$ cat config.mk
export PLATFORM = sky130hd
export DESIGN_NAME = pdht_ctrl
export DESIGN_NICKNAME = d
export VERILOG_FILES = /design/src/rtl/pdht_pkg.sv /design/src/rtl/pdht_ctrl.sv
export SDC_FILE = /design/constraint.sdc
export NUM_CORES = 1
export LEC_CHECK = 0
export ABC_CLOCK_PERIOD_IN_PS = 800
export BUFFER_PORTS_ARGS = -buffer_cell sky130_fd_sc_hd__buf_4
export CELL_PAD_IN_SITES_DETAIL_PLACEMENT = 1
export CELL_PAD_IN_SITES_GLOBAL_PLACEMENT = 1
export CORE_AREA = 2 2 39 41
export DETAILED_ROUTE_END_ITERATION = 8
export DIE_AREA = 0 0 41 43
export MAX_ROUTING_LAYER = met4
export PLACE_DENSITY_LB_ADDON = 0.1
export SLEW_MARGIN = 10
export SYNTH_ARGS = -nofsm -noshare
export SYNTH_HDL_FRONTEND = slang
export SYNTH_SLANG_ARGS = --single-unit
$ cat constraint.sdc
create_clock -name clk_i -period 0.8 [get_ports clk_i]
set_clock_uncertainty 0.05 [all_clocks]
set_input_delay 0.04 -clock clk_i [delete_from_list [all_inputs] [get_ports clk_i]]
set_output_delay 0.04 -clock clk_i [all_outputs]
set_load 0.02 [all_outputs]
$ cat src/rtl/pdht_pkg.sv
// shared types and constants for the packet duplicate filter
package pdht_pkg;

  localparam int unsigned TABLE_ENTRIES = 32;
  localparam int unsigned IDX_W = (TABLE_ENTRIES > 1) ? $clog2(TABLE_ENTRIES) : 1;
  localparam logic [IDX_W-1:0] LAST_IDX = IDX_W'(TABLE_ENTRIES - 1);

  localparam logic [31:0] FNV_BASIS = 32'h811C_9DC5;
  localparam logic [31:0] FNV_PRIME = 32'h0100_0193;
  localparam logic [31:0] WINDOW_RESET = 32'd300000;

  typedef struct packed {
    logic [7:0]  payload_byte;
    logic        byte_valid;
    logic        last_byte;
    logic [63:0] packet_timestamp;
    logic [63:0] src_id;
  } item_t;

  typedef struct packed {
    logic        is_duplicate;
    logic [31:0] digest;
  } result_t;

  typedef struct packed {
    logic [63:0] time_ms;
    logic [63:0] sender;
    logic [31:0] hash;
  } entry_t;

  // controller to datapath
  typedef struct packed {
    logic take;
    logic launch;
    logic prime;
    logic scan;
    logic finish;
    logic dup;
  } cmd_t;

  // datapath to controller
  typedef struct packed {
    logic hit;
    logic scan_end;
  } status_t;

endpackage

$ cat src/rtl/pdht_ctrl.sv
// control state machine: byte transfers, table scan sequencing, finish
module pdht_ctrl (
  input  logic             clk_i,
  input  logic             rst_ni,
  input  logic             start,
  input  logic             last_byte_i,
  input  pdht_pkg::status_t status_i,
  output pdht_pkg::cmd_t   cmd_o,
  output logic             busy
);
  import pdht_pkg::*;

  localparam logic [1:0] S_IDLE  = 2'd0;
  localparam logic [1:0] S_PRIME = 2'd1;
  localparam logic [1:0] S_SCAN  = 2'd2;

  logic [1:0] state_q, state_d;

  always_comb begin
    state_d = state_q;
    cmd_o   = '0;
    case (state_q)
      S_IDLE: begin
        if (start) begin
          cmd_o.take = 1'b1;
          if (last_byte_i) begin
            cmd_o.launch = 1'b1;
            state_d      = S_PRIME;
          end
        end
      end
      S_PRIME: begin
        cmd_o.prime = 1'b1;
        state_d     = S_SCAN;
      end
      S_SCAN: begin
        cmd_o.scan = 1'b1;
        if (status_i.hit || status_i.scan_end) begin
          cmd_o.finish = 1'b1;
          cmd_o.dup    = status_i.hit;
          state_d      = S_IDLE;
        end
      end
      default: begin
        state_d = S_IDLE;
      end
    endcase
  end

  always_ff @(posedge clk_i or negedge rst_ni) begin
    if (!rst_ni) begin
      state_q <= S_IDLE;
    end else begin
      state_q <= state_d;
    end
  end

  assign busy = (state_q != S_IDLE);

endmodule

==> flow_metrics.env, run 1 <==
export IMPL_synth_compound_area_share_pct=5.66
export IMPL_io_pins=13
export IMPL_final_cells=48
export IMPL_yosysSeqAreaShare_pct=37.7
export IMPL_clkLatencyLatePin_ns=0.23
export IMPL_synth_top_area_share_pct=37.7
export IMPL_largest_reg_flops=2
export IMPL_route_detailed_drc=0
export IMPL_ys_top_cells_by_count="3 x and2_1, 2 x dfrtp_1, 2 x nor2b_1"
export IMPL_core_um2=1380
export IMPL_rrSetupSlack_ns=-0.19
export IMPL_async_reset_ff_share_pct=100
export IMPL_crit_path_end_kind="primary output"
export IMPL_setup_slack_ns=-0.417
export IMPL_synth_edf_count=0
export IMPL_portBuffers=12
export IMPL_p_leak_nw=0.170
export IMPL_yosys_area_share_simple_pct=50.9
export IMPL_crit_type="reg2out"
export IMPL_violations="negative setup slack"
export IMPL_hp_class="in2async"
export IMPL_synth_avg_cell_area_um2=10.2
export IMPL_cp_required_ns=0.71
export IMPL_synth_seq_cells=2
export IMPL_cts_made_buffers=3
export IMPL_startpoint_type="flop"
export IMPL_grt_max_degree=5
export IMPL_wirelength_um=377
export IMPL_p_total_w=0.000596
export IMPL_postPlaceCellArea_um2=258
export IMPL_cts_sinks=2
export IMPL_finalCriticalPeriod_ns=1.22
export IMPL_ant_nets=0
export IMPL_antenna_found_initial=0
export IMPL_die_area_um2=1760
export IMPL_max_cap_violations=0
export IMPL_ff2ff_path_depth=3
export IMPL_syn2layout_area_growth_pct=161
export IMPL_grt_pass1_vias=167
export IMPL_finalHoldViolations=0
export IMPL_fillers=168
export IMPL_overflow=0
export IMPL_rows=14
export IMPL_rsz0062_at_grt="yes"
export IMPL_synth_fp_nets=19
export IMPL_wl_per_cell_um=7.85
export IMPL_dr_wl_met2_um=238
export IMPL_powerDensity_nw_per_um2=1720
export IMPL_top_regs="state_q (2)"
export IMPL_drive_gt1_share_pct=78.1
export IMPL_cp_max_fo=4
export IMPL_synthMuxAreaShare_pct=0
export IMPL_status="complete, but fails checks"
export IMPL_die_w_um=41
export IMPL_globalRouteTotalUtil_pct=5.45
export IMPL_crit_arrival_ns=1.13
export IMPL_vias_per_cell=3.31
export IMPL_top_layer_used="met3"
export IMPL_cts_max_level=1
export IMPL_setup_viol=9
export IMPL_netlist_area_um2=133
export IMPL_die_h_um=43
export IMPL_drt_first_pass_iters=1
export IMPL_cts_buffer_depth=2
export IMPL_wl_met3_um=30
export IMPL_finalCritPeriodShare_pct=152
export IMPL_synthXorXnorAreaFrac_pct=0
export IMPL_drt_initial_drc_count=0
export IMPL_synthTopCellsByArea="dfrtp_1 38%, and2_1 14%, nor2b_4 10%"
export IMPL_worst_slew_pin_transition_ns=0.238
export IMPL_met1_length_um=108
export IMPL_synthAdderAreaFrac_pct=0
export IMPL_routabilityCongestion=0.516
export IMPL_r2r_start="state_q[0]"
export IMPL_clk_pin_slew_worst_paths_ns=0.04
export IMPL_vias=159
export IMPL_synth_top_family_by_area="simple AND/OR/NAND/NOR gates"
export IMPL_synth_cell_types=9
export IMPL_syn_inst=13
export IMPL_fin_nets=39
export IMPL_cts_tree="yes"
export IMPL_finalMaxSlewViolations=0
export IMPL_place_inst=40
export IMPL_r2r_end="state_q[0]"
export IMPL_synth_most_common_cell="and2_1"
export IMPL_top_register="state_q"
export IMPL_synth_warnings=0
export IMPL_fmax_mhz=822
export IMPL_fin_area_um2=347
export IMPL_vdd_ir_drop_max_v=0.000454
export IMPL_utilization_pct=25.0
export IMPL_start_util_pct=9.58
export IMPL_cts_root_buf="clkbuf_4"
export IMPL_maxSlewHeadroom_pct=84.1
export IMPL_grt_pass1_wl_um=586
export IMPL_antenna_cells=0
export IMPL_synthFlopType="dfrtp_1"
export IMPL_netlist_top_cell_by_area="dfrtp_1"
-- metrics by stage --
step           setup TNS, ns  hold WS, ns  setup WS, ns
2_1_floorplan         -0.952       -0.306        -0.263
4_1_cts                -3.12       0.0602        -0.463
6_report               -2.85       0.0735        -0.417
5_1_grt                -3.30       0.0758        -0.477
3_3_place_gp           -1.25       -0.227        -0.234
3_5_place_dp           -1.26       -0.225        -0.235
-- worst max-delay path, stage by stage, from the launching register on --
cell and delay, ns:
dfrtp_2 0.44, nor3b_4 0.19, and2_4 0.16, buf_6 0.10
-- worst max-delay path by stage --
| stage | cells after the start | from | endpoint | slack, ns |
|---|---|---|---|---|
| floorplan | 2 | state_q[0] | cmd_o[4] | -0.26 |
| global placement | 3 | state_q[1] | cmd_o[4] | -0.23 |
| detailed placement | 3 | state_q[1] | cmd_o[4] | -0.24 |
| CTS | 3 | state_q[0] | cmd_o[4] | -0.46 |
| global route | 3 | state_q[0] | cmd_o[4] | -0.48 |
| finish | 3 | state_q[0] | cmd_o[4] | -0.42 |
-- area by class of cell --
| type | instances | area, µm² | area share, % |
|---|---|---|---|
| multi-input combinational | 10 | 96.3 | 27.8 |
| tap | 16 | 20.0 | 5.78 |
| timing repair buffer | 16 | 151 | 43.7 |
| sequential | 2 | 52.6 | 15.2 |
| clock buffer | 4 | 26.3 | 7.58 |
-- repair_timing --
action,4_1_cts,5_1_grt
gates resized for setup,6,2
buffers inserted,1,1
pin swaps,4,2
hold buffers,2,0
setup endpoints to repair,9,9
hold endpoints to repair,3,0
-- per-layer routing --
metal  global-route usage, %  vias up
met3                    1.57        0
li1                        -       78
met2                    7.81        5
met4                    6.00        0
met1                    5.14       76
met5                       -        -
-- logic make-up (layout without fill, tap and decap cells) --
group,after synthesis,count (layout)
buffers and inverters,1,20
AO/OA/AOI/OAI,1,1
AND/OR/NAND/NOR,9,9
flip-flops,2,2
-- placed cells by master, fill, tap and decap left out, types with 2 or more instances in the layout --
cell / n
dfrtp_2: 2
nor2b_4: 2
clkbuf_4: 3
buf_6: 7
and2_4: 2
buf_4: 7
dlygate4sd3_1: 2
-- report_power, final --
part	total [W]	leakage [nW]	internal (W)	switching, W
combinational	0.000217	0.132	0.000133	0.0000835
clock	0.000253	0.0150	0.000186	0.0000669
sequential	0.000126	0.0236	0.000112	0.0000145
No activity file was read; power rests on OpenSTA's default activity.
==> run 2: changes to the inputs <==
--- a/config.mk
+++ b/config.mk
@@ -5,7 +5,7 @@
 export SDC_FILE = /design/constraint.sdc
 export NUM_CORES = 1
 export LEC_CHECK = 0
-export ABC_CLOCK_PERIOD_IN_PS = 800
+export ABC_CLOCK_PERIOD_IN_PS = 1200
 export BUFFER_PORTS_ARGS = -buffer_cell sky130_fd_sc_hd__buf_4
 export CELL_PAD_IN_SITES_DETAIL_PLACEMENT = 1
 export CELL_PAD_IN_SITES_GLOBAL_PLACEMENT = 1
==> constraint.sdc (replaced) <==
create_clock -name clk_i -period 1.2 [get_ports clk_i]
set_clock_uncertainty 0.05 [all_clocks]
set_input_delay 0.06 -clock clk_i [delete_from_list [all_inputs] [get_ports clk_i]]
set_output_delay 0.06 -clock clk_i [all_outputs]
set_load 0.02 [all_outputs]
==> run 2 against run 1 <==
The flow still finishes with violations (negative setup slack). Combinational power decreased by 42%. Sequential power down 34%. Register-to-register slack better by 0.48 ns. Total power is 40% lower. Cell count fell by 4.2%. Cell area shrank 8.3%. Die area did not move. Largest power group unchanged. Routed wire length down 1.9%. First-iteration DRC count up 1. Count of clock-buffer cells in the layout decreased by 1. Utilization down 2.1 points.
==> flow_metrics.env, run 2 (synthesis results as in run 1) <==
export IMPL_rrSetupSlack_ns=0.29
export IMPL_vias=149
export IMPL_cp_max_fo=4
export IMPL_cts_buffer_depth=2
export IMPL_place_inst=40
export IMPL_drive_gt1_share_pct=70.0
export IMPL_max_cap_violations=0
export IMPL_path_depth=3
export IMPL_cp_required_ns=1.09
export IMPL_finalCritPeriodShare_pct=105
export IMPL_rows=14
export IMPL_crit_path_end_kind="primary output"
export IMPL_slowest_stage="dfrtp_1"
export IMPL_crit_path_max_incr_delay_ns=0.42
export IMPL_globalRouteTotalUtil_pct=5.45
export IMPL_crit_buf_inv=1
export IMPL_utilization_pct=23.0
export IMPL_final_common_cell="buf_4"
export IMPL_hp_class="in2async"
export IMPL_grt_max_degree=5
export IMPL_crit_chain="nor3b_4, and2_1, buf_4"
export IMPL_worst_slew_pin_transition_ns=0.261
export IMPL_layout_cells_most_common_list="9 x buf_4, 4 x buf_6, 3 x clkbuf_4"
export IMPL_finalHoldViolations=0
export IMPL_crit_type="reg2out"
export IMPL_rsz0062_at_grt="yes"
export IMPL_drt_initial_drc_count=1
export IMPL_die_w_um=41
export IMPL_top_regs="state_q (2)"
export IMPL_cts_root_buf="clkbuf_4"
export IMPL_ant_nets=0
export IMPL_crit_arrival_ns=1.15
export IMPL_core_um2=1380
export IMPL_p_total_w=0.000356
export IMPL_die_area_um2=1760
export IMPL_p_leak_nw=0.160
export IMPL_crit_end="cmd_o[4]"
export IMPL_finalCriticalPeriod_ns=1.26
export IMPL_vias_per_cell=3.24
export IMPL_overflow=0
export IMPL_grt_pass1_wl_um=579
export IMPL_drt_first_pass_iters=2
export IMPL_largest_reg_flops=2
export IMPL_antenna_cells=0
export IMPL_setup_worst_path_start="state_q[1]"
export IMPL_fmax_mhz=796
export IMPL_ff2ff_path_depth=2
export IMPL_dp_hpwl_um=280
export IMPL_vdd_ir_drop_max_v=0.000281
export IMPL_antenna_found_initial=0
export IMPL_violations="negative setup slack"
export IMPL_setup_slack_ns=-0.0562
export IMPL_portBuffers=12
export IMPL_maxSlewHeadroom_pct=82.6
export IMPL_setup_viol=3
export IMPL_r2r_end="state_q[0]"
export IMPL_die_h_um=43
export IMPL_fin_nets=38
export IMPL_routabilityCongestion=0.491
export IMPL_startpoint_type="flop"
export IMPL_wl_per_cell_um=8.04
export IMPL_cts_sinks=2
export IMPL_cts_made_buffers=3
export IMPL_cts_tree="yes"
export IMPL_r2r_start="state_q[1]"
export IMPL_clkLatencyLatePin_ns=0.22
export IMPL_cts_max_level=1
export IMPL_final_cells=46
export IMPL_status="complete, but fails checks"
export IMPL_grt_pass1_vias=174
export IMPL_start_util_pct=9.58
export IMPL_route_detailed_drc=0
export IMPL_powerDensity_nw_per_um2=1120
export IMPL_clk_pin_slew_worst_paths_ns=0.03
export IMPL_wirelength_um=370
export IMPL_syn2layout_area_growth_pct=140
export IMPL_finalMaxSlewViolations=0
export IMPL_top_register="state_q"
export IMPL_io_pins=13
export IMPL_path_delay_family="flip-flops"
export IMPL_hold_slack_ns=0.102
==> run 2: changes by cell type in the layout (fill, tap and decap cells not counted) <==
cell / delta
dfrtp_1: +1
and2_4: -1
buf_6: -3
and2_1: +1
clkbuf_1: -1
buf_4: +2
or2_1: +1
or2_4: -1
dfrtp_2: -1
==> run 2: report_power, final <==
part / internal, W / switching (W) / total [W] / leakage [nW]
clock network: 0.000110 / 0.0000366 / 0.000147 / 0.0138
registers: 0.0000740 / 0.00000925 / 0.0000832 / 0.0250
logic: 0.0000728 / 0.0000528 / 0.000126 / 0.121
==> run 2: per-stage QoR <==
stage          worst slack [ns]  TNS, ns  instance area, µm²
2_1_floorplan            0.0480        0                 139
3_3_place_gp              0.141        0                 241
3_5_place_dp              0.144        0                 241
4_1_cts                 -0.0870   -0.153                 314
5_1_grt                  -0.118   -0.336                 318
6_report                -0.0562   -0.131                 318
==> run 2: layer usage <==
metal  share of wire, %  wire length (µm)  GRT usage [%]  vias to the layer above
met4                  0                 0           6.00                        0
met5                  0                 0              -                        -
li1                   -                 -              -                       74
met2                 64               237           8.75                        5
met1                 28               105           4.18                       70
met3                7.6                28           1.57                        0
==> run 2: final cells by class <==
| cell class | instances | area, µm² |
|---|---|---|
| repair buffers | 15 | 133 |
| well taps | 16 | 20.0 |
| flip-flops and latches | 2 | 51.3 |
| fillers | 158 | 1070 |
| clock buffers | 3 | 22.5 |
| multi-input cells | 10 | 91.3 |
==> run 2: how the worst min path moves through the flow <==
stage	startpoint	end	depth (start not counted)
6_report	rst_ni	state_q[1]	2
4_1_cts	rst_ni	state_q[1]	2
5_1_grt	rst_ni	state_q[1]	2
3_3_place_gp	rst_ni	state_q[1]	1
2_1_floorplan	rst_ni	state_q[0]	0
3_5_place_dp	rst_ni	state_q[1]	1
==> run 2: timing repair <==
item / 4_1_cts / 5_1_grt
hold buffers: 2 / 0
buffers inserted: 1 / 0
pin swaps: 3 / 0
resized for setup: 6 / 1
setup endpoints to repair: 3 / 5
hold endpoints to repair: 3 / 0
